<file path="src/design/mpq2k_pkg.sv">
package mpq2k_pkg;

   localparam int CAPACITY = 64;
   localparam int IDX_W    = (CAPACITY > 1) ? $clog2(CAPACITY) : 1;
   localparam int CNT_W    = $clog2(CAPACITY + 1);

   localparam logic [1:0] OP_INSERT_QUIET  = 2'd0;
   localparam logic [1:0] OP_INSERT_REPORT = 2'd1;
   localparam logic [1:0] OP_PEEK          = 2'd2;
   localparam logic [1:0] OP_POP           = 2'd3;

   typedef struct packed {
      logic [1:0]  op;
      logic [15:0] name_tag;
      logic [15:0] roll;
      logic [15:0] mark;
   } req_type;

   typedef struct packed {
      logic        has_entry;
      logic [15:0] top_name_tag;
      logic [15:0] top_roll;
      logic [15:0] top_mark;
      logic        dropped_full;
   } rsp_type;

   typedef struct packed {
      logic [15:0] name_tag;
      logic [15:0] roll;
      logic [15:0] mark;
   } rec_type;

   // a strictly outranks b: larger mark, then smaller roll
   function automatic logic outranks(rec_type a, rec_type b);
      logic result;
      if (a.mark != b.mark) begin
         result = (a.mark > b.mark);
      end else begin
         result = (a.roll < b.roll);
      end
      return result;
   endfunction

endpackage

</file>
<file path="src/design/max_priority_queue_two_key.sv">
// Bounded max priority queue of (name tag, roll, mark) records, CAPACITY deep. The top is
// the record with the largest mark, then the smallest roll, then the oldest insertion.
// Records sit in a single-port-write, registered-read memory in insertion order, and the
// current top (record and slot) is cached in registers. An insert writes the new record
// and compares it once against the cached top; a peek only reads the cached top. The
// result beat is loaded into the output register from the report state, once that
// register is free. A pop makes one pass over the memory, one read per cycle through the
// registered read port, closes the gap left by the popped record and runs every survivor
// through the one shared comparator to find the new top. A quiet insert into a non-full
// queue gives no result beat; an insert into a full queue is dropped and reports the top
// with dropped_full set. An empty queue reports all zero fields. The next request is taken
// once the previous one has handed its beat to the output register.
module max_priority_queue_two_key (
   input  logic                clock,
   input  logic                reset,
   input  logic                req_valid,
   output logic                req_ready,
   input  mpq2k_pkg::req_type  req_data,
   output logic                rsp_valid,
   input  logic                rsp_ready,
   output mpq2k_pkg::rsp_type  rsp_data
);

   localparam logic [1:0] ST_IDLE   = 2'd0;
   localparam logic [1:0] ST_SCAN   = 2'd1;
   localparam logic [1:0] ST_REPORT = 2'd2;

   localparam int IDX_W = mpq2k_pkg::IDX_W;
   localparam int CNT_W = mpq2k_pkg::CNT_W;

   // record store, in insertion order
   mpq2k_pkg::rec_type mem [mpq2k_pkg::CAPACITY];
   mpq2k_pkg::rec_type rd_data_ff;
   logic               mem_we;
   logic [IDX_W-1:0]   mem_wa;
   mpq2k_pkg::rec_type mem_wd;

   // control and cached top
   logic [1:0]         state_ff, state_in;
   logic [CNT_W-1:0]   count_ff, count_in;
   logic [IDX_W-1:0]   top_idx_ff, top_idx_in;
   mpq2k_pkg::rec_type top_rec_ff, top_rec_in;
   logic               drop_ff, drop_in;

   // scan pass: read issue side and registered data side
   logic               issue_ff, issue_in;
   logic [IDX_W-1:0]   rd_idx_ff, rd_idx_in;
   logic               pv_ff, pv_in;
   logic [IDX_W-1:0]   p_idx_ff, p_idx_in;
   logic               p_last_ff, p_last_in;
   logic               best_valid_ff, best_valid_in;
   logic [IDX_W-1:0]   best_idx_ff, best_idx_in;
   mpq2k_pkg::rec_type best_rec_ff, best_rec_in;

   // output register
   logic               rsp_valid_ff, rsp_valid_in;
   mpq2k_pkg::rsp_type rsp_data_ff, rsp_data_in;

   logic               accept;
   logic               is_insert;
   logic               full;
   logic               slot_free;
   logic               issue_last;
   logic [IDX_W-1:0]   new_idx;
   mpq2k_pkg::rec_type req_rec;

   // shared comparator operands
   mpq2k_pkg::rec_type cmp_a;
   mpq2k_pkg::rec_type cmp_b;
   logic               cmp_wins;

   assign req_ready = (state_ff == ST_IDLE);
   assign accept    = req_valid && req_ready;
   assign is_insert = (req_data.op == mpq2k_pkg::OP_INSERT_QUIET) ||
                      (req_data.op == mpq2k_pkg::OP_INSERT_REPORT);
   assign full      = (count_ff == CNT_W'(mpq2k_pkg::CAPACITY));
   assign slot_free = !rsp_valid_ff || rsp_ready;
   assign req_rec   = '{name_tag: req_data.name_tag, roll: req_data.roll, mark: req_data.mark};

   // newcomer against cached top when idle, survivor against running best while scanning
   assign cmp_a    = (state_ff == ST_SCAN) ? rd_data_ff : req_rec;
   assign cmp_b    = (state_ff == ST_SCAN) ? best_rec_ff : top_rec_ff;
   assign cmp_wins = mpq2k_pkg::outranks(cmp_a, cmp_b);

   // last live slot reached by the read pointer
   assign issue_last = (CNT_W'(rd_idx_ff) == (count_ff - CNT_W'(1)));
   // slot of a survivor once the popped record's gap is closed
   assign new_idx = (p_idx_ff > top_idx_ff) ? (p_idx_ff - IDX_W'(1)) : p_idx_ff;

   always_comb begin
      state_in      = state_ff;
      count_in      = count_ff;
      top_idx_in    = top_idx_ff;
      top_rec_in    = top_rec_ff;
      drop_in       = drop_ff;
      issue_in      = issue_ff;
      rd_idx_in     = rd_idx_ff;
      pv_in         = 1'b0;
      p_idx_in      = p_idx_ff;
      p_last_in     = p_last_ff;
      best_valid_in = best_valid_ff;
      best_idx_in   = best_idx_ff;
      best_rec_in   = best_rec_ff;
      rsp_valid_in  = rsp_valid_ff && !rsp_ready;
      rsp_data_in   = rsp_data_ff;
      mem_we        = 1'b0;
      mem_wa        = count_ff[IDX_W-1:0];
      mem_wd        = req_rec;

      unique case (state_ff)
         ST_IDLE: begin
            if (accept) begin
               drop_in = 1'b0;
               if (is_insert) begin
                  drop_in = full;
                  if (!full) begin
                     mem_we   = 1'b1;
                     count_in = count_ff + CNT_W'(1);
                     // the newcomer is youngest, so it takes the top only by strict rank
                     if ((count_ff == '0) || cmp_wins) begin
                        top_rec_in = req_rec;
                        top_idx_in = count_ff[IDX_W-1:0];
                     end
                  end
                  if ((req_data.op == mpq2k_pkg::OP_INSERT_QUIET) && !full) begin
                     state_in = ST_IDLE;
                  end else begin
                     state_in = ST_REPORT;
                  end
               end else if ((req_data.op == mpq2k_pkg::OP_POP) && (count_ff != '0)) begin
                  state_in      = ST_SCAN;
                  issue_in      = 1'b1;
                  rd_idx_in     = '0;
                  best_valid_in = 1'b0;
               end else begin
                  state_in = ST_REPORT;
               end
            end
         end

         ST_SCAN: begin
            // issue side: one read per cycle
            if (issue_ff) begin
               pv_in     = 1'b1;
               p_idx_in  = rd_idx_ff;
               p_last_in = issue_last;
               if (issue_last) begin
                  issue_in = 1'b0;
               end else begin
                  rd_idx_in = rd_idx_ff + IDX_W'(1);
               end
            end
            // data side: move survivors down and rank them in age order
            if (pv_ff) begin
               if (p_idx_ff != top_idx_ff) begin
                  if (p_idx_ff > top_idx_ff) begin
                     mem_we = 1'b1;
                     mem_wa = new_idx;
                     mem_wd = rd_data_ff;
                  end
                  if (!best_valid_ff || cmp_wins) begin
                     best_valid_in = 1'b1;
                     best_idx_in   = new_idx;
                     best_rec_in   = rd_data_ff;
                  end
               end
               if (p_last_ff) begin
                  count_in   = count_ff - CNT_W'(1);
                  top_idx_in = best_idx_in;
                  top_rec_in = best_rec_in;
                  state_in   = ST_REPORT;
               end
            end
         end

         ST_REPORT: begin
            if (slot_free) begin
               rsp_valid_in = 1'b1;
               if (count_ff != '0) begin
                  rsp_data_in.has_entry    = 1'b1;
                  rsp_data_in.top_name_tag = top_rec_ff.name_tag;
                  rsp_data_in.top_roll     = top_rec_ff.roll;
                  rsp_data_in.top_mark     = top_rec_ff.mark;
               end else begin
                  rsp_data_in.has_entry    = 1'b0;
                  rsp_data_in.top_name_tag = '0;
                  rsp_data_in.top_roll     = '0;
                  rsp_data_in.top_mark     = '0;
               end
               rsp_data_in.dropped_full = drop_ff;
               state_in = ST_IDLE;
            end
         end

         default: begin
            state_in = ST_IDLE;
         end
      endcase
   end

   // record memory: one write port, one registered read port
   always_ff @(posedge clock) begin
      if (mem_we) begin
         mem[mem_wa] <= mem_wd;
      end
      rd_data_ff <= mem[rd_idx_ff];
   end

   // control state
   always_ff @(posedge clock) begin
      if (reset) begin
         state_ff      <= ST_IDLE;
         count_ff      <= '0;
         issue_ff      <= 1'b0;
         pv_ff         <= 1'b0;
         best_valid_ff <= 1'b0;
         rsp_valid_ff  <= 1'b0;
      end else begin
         state_ff      <= state_in;
         count_ff      <= count_in;
         issue_ff      <= issue_in;
         pv_ff         <= pv_in;
         best_valid_ff <= best_valid_in;
         rsp_valid_ff  <= rsp_valid_in;
      end
   end

   // payload registers
   always_ff @(posedge clock) begin
      top_idx_ff  <= top_idx_in;
      top_rec_ff  <= top_rec_in;
      drop_ff     <= drop_in;
      rd_idx_ff   <= rd_idx_in;
      p_idx_ff    <= p_idx_in;
      p_last_ff   <= p_last_in;
      best_idx_ff <= best_idx_in;
      best_rec_ff <= best_rec_in;
      rsp_data_ff <= rsp_data_in;
   end

   assign rsp_valid = rsp_valid_ff;
   assign rsp_data  = rsp_data_ff;

   // fill level never passes capacity
   a_count_bound: assert property (@(posedge clock) disable iff (reset)
      count_ff <= CNT_W'(mpq2k_pkg::CAPACITY))
      else $error("entry count above capacity");

   // a pop pass only runs over a nonempty store
   a_scan_nonempty: assert property (@(posedge clock) disable iff (reset)
      (state_ff == ST_SCAN) |-> (count_ff != '0))
      else $error("scan pass with empty store");

   // an insert that fits grows the store by one
   a_insert_grows: assert property (@(posedge clock) disable iff (reset)
      (accept && is_insert && !full) |=> (count_ff == $past(count_ff) + CNT_W'(1)))
      else $error("insert did not add a record");

   // the end of a pop pass removes exactly one record
   a_pop_shrinks: assert property (@(posedge clock) disable iff (reset)
      ((state_ff == ST_SCAN) && pv_ff && p_last_ff) |=>
         (count_ff == $past(count_ff) - CNT_W'(1)))
      else $error("pop did not remove a record");

endmodule
</file>
<file path="config.mk">
export PLATFORM = sky130hd
export DESIGN_NAME = max_priority_queue_two_key
export DESIGN_NICKNAME = d
export VERILOG_FILES = /design/src/design/mpq2k_pkg.sv /design/src/design/max_priority_queue_two_key.sv
export SDC_FILE = /design/constraint.sdc
export NUM_CORES = 2
export LEC_CHECK = 0
export BUFFER_PORTS_ARGS = -buffer_cell sky130_fd_sc_hd__buf_4
export CAP_MARGIN = 40
export CORE_UTILIZATION = 60
export CTS_BUF_LIST = sky130_fd_sc_hd__clkbuf_8 sky130_fd_sc_hd__clkbuf_16
export DETAILED_ROUTE_END_ITERATION = 10
export PLACE_DENSITY_LB_ADDON = 0.12
export SLEW_MARGIN = 20
export SYNTH_ARGS = -nofsm -noshare
export SYNTH_HDL_FRONTEND = slang
export SYNTH_SLANG_ARGS = --single-unit
</file>
<file path="constraint.sdc">
create_clock -name clock -period 7.95 [get_ports clock]
set_input_delay 0.795 -clock clock [delete_from_list [all_inputs] [get_ports clock]]
set_output_delay 0.795 -clock clock [all_outputs]
set_load 0.005 [all_outputs]
</file>
==> metrics.log <==
INFO  metric post-route-min-period = 4.95 ns
INFO  metric crit_type = reg2reg
INFO  metric hold_viol = 0
INFO  metric floorplan.die.width = 464 um
INFO  metric synth_cell_types = 66
INFO  metric status = finished with violations
INFO  metric max_slew_margin = 0.326
INFO  metric regToRegSetupSlack = 3.00 ns
INFO  metric share_of_the_clock_period_used_by_the_worst_path_after_layout = 0.623
INFO  metric share_of_final_layout_standard_cells_stronger_than_drive_strength_1 = 0.308
INFO  metric post_detailed_routing_wire_length = 323 mm
INFO  metric ctsLongestPathBuffers = 4
INFO  metric antenna_violations_before_repair = 22
INFO  metric clock_skew = 0.0471 ns
INFO  metric worstPathRequired = 8.50 ns
INFO  metric timing.critical_path.from = p_idx_ff[3]
INFO  metric dp.final_hpwl = 183 mm
INFO  metric slew_viol_final = 0
INFO  metric tritoncts_num_sinks = 3305
INFO  metric postCtsSetupRepairBufs = 0
INFO  metric clock_tree_from_tritoncts = yes
INFO  metric numCtsBuffers = 338
INFO  metric syn-cell-area = 128000 sq um
INFO  metric standby_leakage_power = 46.3 nW
INFO  metric detailed_route_drc_error_count = 147
INFO  metric syn_to_final_growth = 13.1%
INFO  metric violations_in_the_final_reports = design-rule violations
INFO  metric power_density = 246 nW/um^2
INFO  metric transition_time_at_the_pin_with_the_least_slew_margin = 1.01 ns
INFO  metric initial_util = 0.604
INFO  metric grt.overflow.total = 0
INFO  metric row_count = 169
INFO  metric total_power = 35.7 mW
INFO  metric drt_pre_antenna_iters = 11
INFO  metric fp.dieH = 464 um
INFO  metric num-nets-final = 6079
INFO  metric cp.arrival = 5.50 ns
INFO  metric ys_dominant_reg_cell = sky130_fd_sc_hd__edfxtp_1
INFO  metric critical_path.startpoint_type = flop
INFO  metric grt_setup_unrepaired = false
INFO  metric worst_r2r_endpoint = mem[2][10]
INFO  metric drv.max_cap_violation_count = 0
INFO  metric fin_tns_setup = 0 ns
INFO  metric cts.root.buffer_cell = sky130_fd_sc_hd__clkbuf_16
INFO  metric ys_top_cells_by_area = sky130_fd_sc_hd__edfxtp_1 (76%), sky130_fd_sc_hd__mux4_2 (18%), sky130_fd_sc_hd__dfxtp_1 (0.95%)
INFO  metric postSynthCellCount = 5586
INFO  metric fmaxAchievable = 202 MHz
INFO  metric ys_async_sr_fraction = 0
INFO  metric worstSetupEndpointType = flop
INFO  metric worst_skew_pair.late_latency = 0.95 ns
INFO  metric gp_routability_congestion = 0.878
INFO  metric critical_path.reg2reg.startpoint = p_idx_ff[3]
INFO  metric design.die.area = 215000 sq um
INFO  metric postCtsResizedCells = 0
INFO  metric coreArea = 212000 sq um
INFO  metric cts-htree-levels = 5
INFO  metric grt_usage = 0.304
INFO  metric min-delay-start = reset
INFO  metric crit_end = mem[2][10]
INFO  metric final-setup-viol-count = 0
INFO  metric io_buffer_count = 105
INFO  metric syn-mean-instance-area = 22.9 sq um
INFO  metric grt_max_degree = 142
INFO  metric cp_max_fo = 62
INFO  metric first_global_vias = 61500
INFO  metric final_antenna_net_count = 0
INFO  metric netlist.top_cell.by_area = sky130_fd_sc_hd__edfxtp_1
INFO  metric postSynthNetCount = 5681
INFO  metric yosys_warnings = 0
INFO  metric clk_transition_reported_paths = 0.07 ns
INFO  metric ir_drop = 0.000276 V
INFO  metric hold_path_class = in2reg
INFO  metric cts.hold.buffers_added = 0
INFO  metric ys_ff_latch = 3305
INFO  metric wire_per_inst = 35.6 um
INFO  metric io_pins = 106
INFO  metric dr_total_vias = 62400
INFO  metric synth_edf_count = 3244
INFO  metric synth_top_area_share = 0.760
INFO  metric r2r_cells = 11
INFO  metric post-route-util = 0.683
INFO  metric synth_seq_area_share = 0.770
INFO  metric detail_route.vias_per_cell = 6.88
INFO  metric first_pass_grt_wire_length = 459 mm
INFO  metric drt-initial-drc-count = 9165
## synth_stat cells (2+ instances only)
cell type,n
sky130_fd_sc_hd__nand3_1,14
sky130_fd_sc_hd__nand2b_1,8
sky130_fd_sc_hd__mux4_2,1008
sky130_fd_sc_hd__and3_1,3
sky130_fd_sc_hd__a211oi_1,10
sky130_fd_sc_hd__nand4_1,60
sky130_fd_sc_hd__o21ai_0,11
sky130_fd_sc_hd__mux2i_1,36
sky130_fd_sc_hd__o211ai_1,8
sky130_fd_sc_hd__a311oi_1,5
sky130_fd_sc_hd__nor3_1,68
sky130_fd_sc_hd__mux2_2,3
sky130_fd_sc_hd__nor2_1,86
sky130_fd_sc_hd__ha_1,41
sky130_fd_sc_hd__o21ai_1,2
sky130_fd_sc_hd__a21o_1,2
sky130_fd_sc_hd__buf_6,2
sky130_fd_sc_hd__dfxtp_1,61
sky130_fd_sc_hd__nor4_1,2
sky130_fd_sc_hd__buf_2,65
sky130_fd_sc_hd__xor2_1,9
sky130_fd_sc_hd__a21oi_1,26
sky130_fd_sc_hd__and4_1,3
sky130_fd_sc_hd__nand2_1,309
sky130_fd_sc_hd__a22oi_1,3
sky130_fd_sc_hd__edfxtp_1,3244
sky130_fd_sc_hd__o31ai_1,51
sky130_fd_sc_hd__a311o_1,2
sky130_fd_sc_hd__a21boi_0,2
sky130_fd_sc_hd__clkbuf_1,215
sky130_fd_sc_hd__and2_1,51
sky130_fd_sc_hd__a31oi_1,56
sky130_fd_sc_hd__xnor2_1,15
sky130_fd_sc_hd__a32oi_1,2
sky130_fd_sc_hd__inv_1,19
sky130_fd_sc_hd__buf_1,36
sky130_fd_sc_hd__nor2b_1,8
sky130_fd_sc_hd__o22ai_1,6
sky130_fd_sc_hd__o21a_1,2
sky130_fd_sc_hd__buf_4,6
## layer usage
metal  wire, um  GRT usage
met1     126000      0.458
met2     150000      0.455
met3      36000     0.0654
met4       9990     0.0957
met5         26          0
## registers in the layout, summed over array words and instances (netlist names)
signal,cells
mem,3072
rsp_data,50
best_rec_ff,48
rd_data_ff,48
top_rec_ff,48
count_ff,7
best_idx_ff,6
p_idx_ff,6
rd_idx_ff,6
top_idx_ff,6
state_ff,2
best_valid_ff,1
drop_ff,1
issue_ff,1
p_last_ff,1
pv_ff,1
rsp_valid,1
## how the worst min path moves through the flow
stage	slack [ns]	cells past startpoint	endpoint
2_1_floorplan	0.40	0	rsp_data[0]
3_3_place_gp	0.50	2	issue_ff
3_5_place_dp	0.50	1	rsp_data[38]
4_1_cts	0.13	2	count_ff[0]
5_1_grt	0.17	2	rsp_valid
6_report	0.19	2	rsp_valid
## cell usage in the layout, fill, tap and decap left out, drive strengths merged, types with 3 or more instances in the layout
cell type / synthesis / routed
a211oi: 10 / 10
a21oi: 26 / 26
a22oi: 3 / 3
a311oi: 6 / 6
a31oi: 56 / 56
and2: 51 / 51
and3: 3 / 3
and4: 3 / 3
buf: 109 / 380
bufinv: 0 / 20
clkbuf: 215 / 358
clkinv: 0 / 126
clkinvlp: 0 / 8
dfxtp: 61 / 61
diode: 0 / 11
edfxtp: 3244 / 3244
ha: 41 / 41
inv: 19 / 100
mux2: 3 / 3
mux2i: 36 / 36
mux4: 1008 / 1008
nand2: 309 / 309
nand2b: 8 / 8
nand3: 14 / 14
nand4: 60 / 60
nor2: 86 / 86
nor2b: 8 / 8
nor3: 69 / 69
o211ai: 8 / 8
o21ai: 13 / 13
o22ai: 6 / 6
o311ai: 3 / 3
o31ai: 51 / 51
xnor2: 15 / 15
xor2: 9 / 9
## per-stage QoR
| stage | area, sq um | setup slack, ns | hold slack (ns) | cells |
|---|---|---|---|---|
| 2_1_floorplan | 128000 | 0.739 | 0.400 | 5586 |
| 3_3_place_gp | 134000 | 3.05 | 0.495 | 8411 |
| 3_5_place_dp | 134000 | 3.00 | 0.502 | 8460 |
| 4_1_cts | 145000 | 3.03 | 0.128 | 9052 |
| 5_1_grt | 145000 | 2.78 | 0.172 | 9064 |
| 6_report | 145000 | 3.00 | 0.194 | 9068 |
## layout make-up
type | count | area [sq um]
fill | 12800 | 67100
multi-input combinational | 1938 | 28500
inverter | 19 | 71.3
tap | 2821 | 3530
antenna | 11 | 27.5
sequential | 3305 | 98600
clock inverter | 235 | 1570
clock buffer | 357 | 8790
timing repair buffer | 382 | 3830
## cells by family (layout without fill, tap and decap cells)
group	Yosys count	in the layout	synth area share
multiplexers	1047	1047	0.180
XOR/XNOR	25	25	0.00182
other	0	11	0
AND/OR/NAND/NOR	622	622	0.0221
AO/OA/AOI/OAI	203	203	0.0110
flip-flops	3305	3305	0.770
buffers and inverters	343	993	0.0110
adder cells (fa/ha/maj)	41	41	0.00400
## critical path, stage by stage (launching register included)
cell                       delay (ns)
sky130_fd_sc_hd__edfxtp_1        0.50
sky130_fd_sc_hd__ha_1            0.36
sky130_fd_sc_hd__and4_1          0.25
sky130_fd_sc_hd__nand3_2         0.08
sky130_fd_sc_hd__buf_4           0.61
sky130_fd_sc_hd__o311ai_4        0.40
sky130_fd_sc_hd__buf_6           0.27
sky130_fd_sc_hd__or3_1           0.37
sky130_fd_sc_hd__o31a_1          0.28
sky130_fd_sc_hd__nor3_2          0.31
sky130_fd_sc_hd__buf_4           0.45
sky130_fd_sc_hd__buf_4           0.58
## power breakdown
part           total, mW  internal (mW)  leakage, nW  switching, mW
sequential          19.3           19.2         29.7         0.0861
combinational       1.40          0.538         11.2          0.860
clock               14.9           8.57         5.37           6.36
total               35.7           28.3         46.3           7.31
Power figures use the tool's default switching activity.
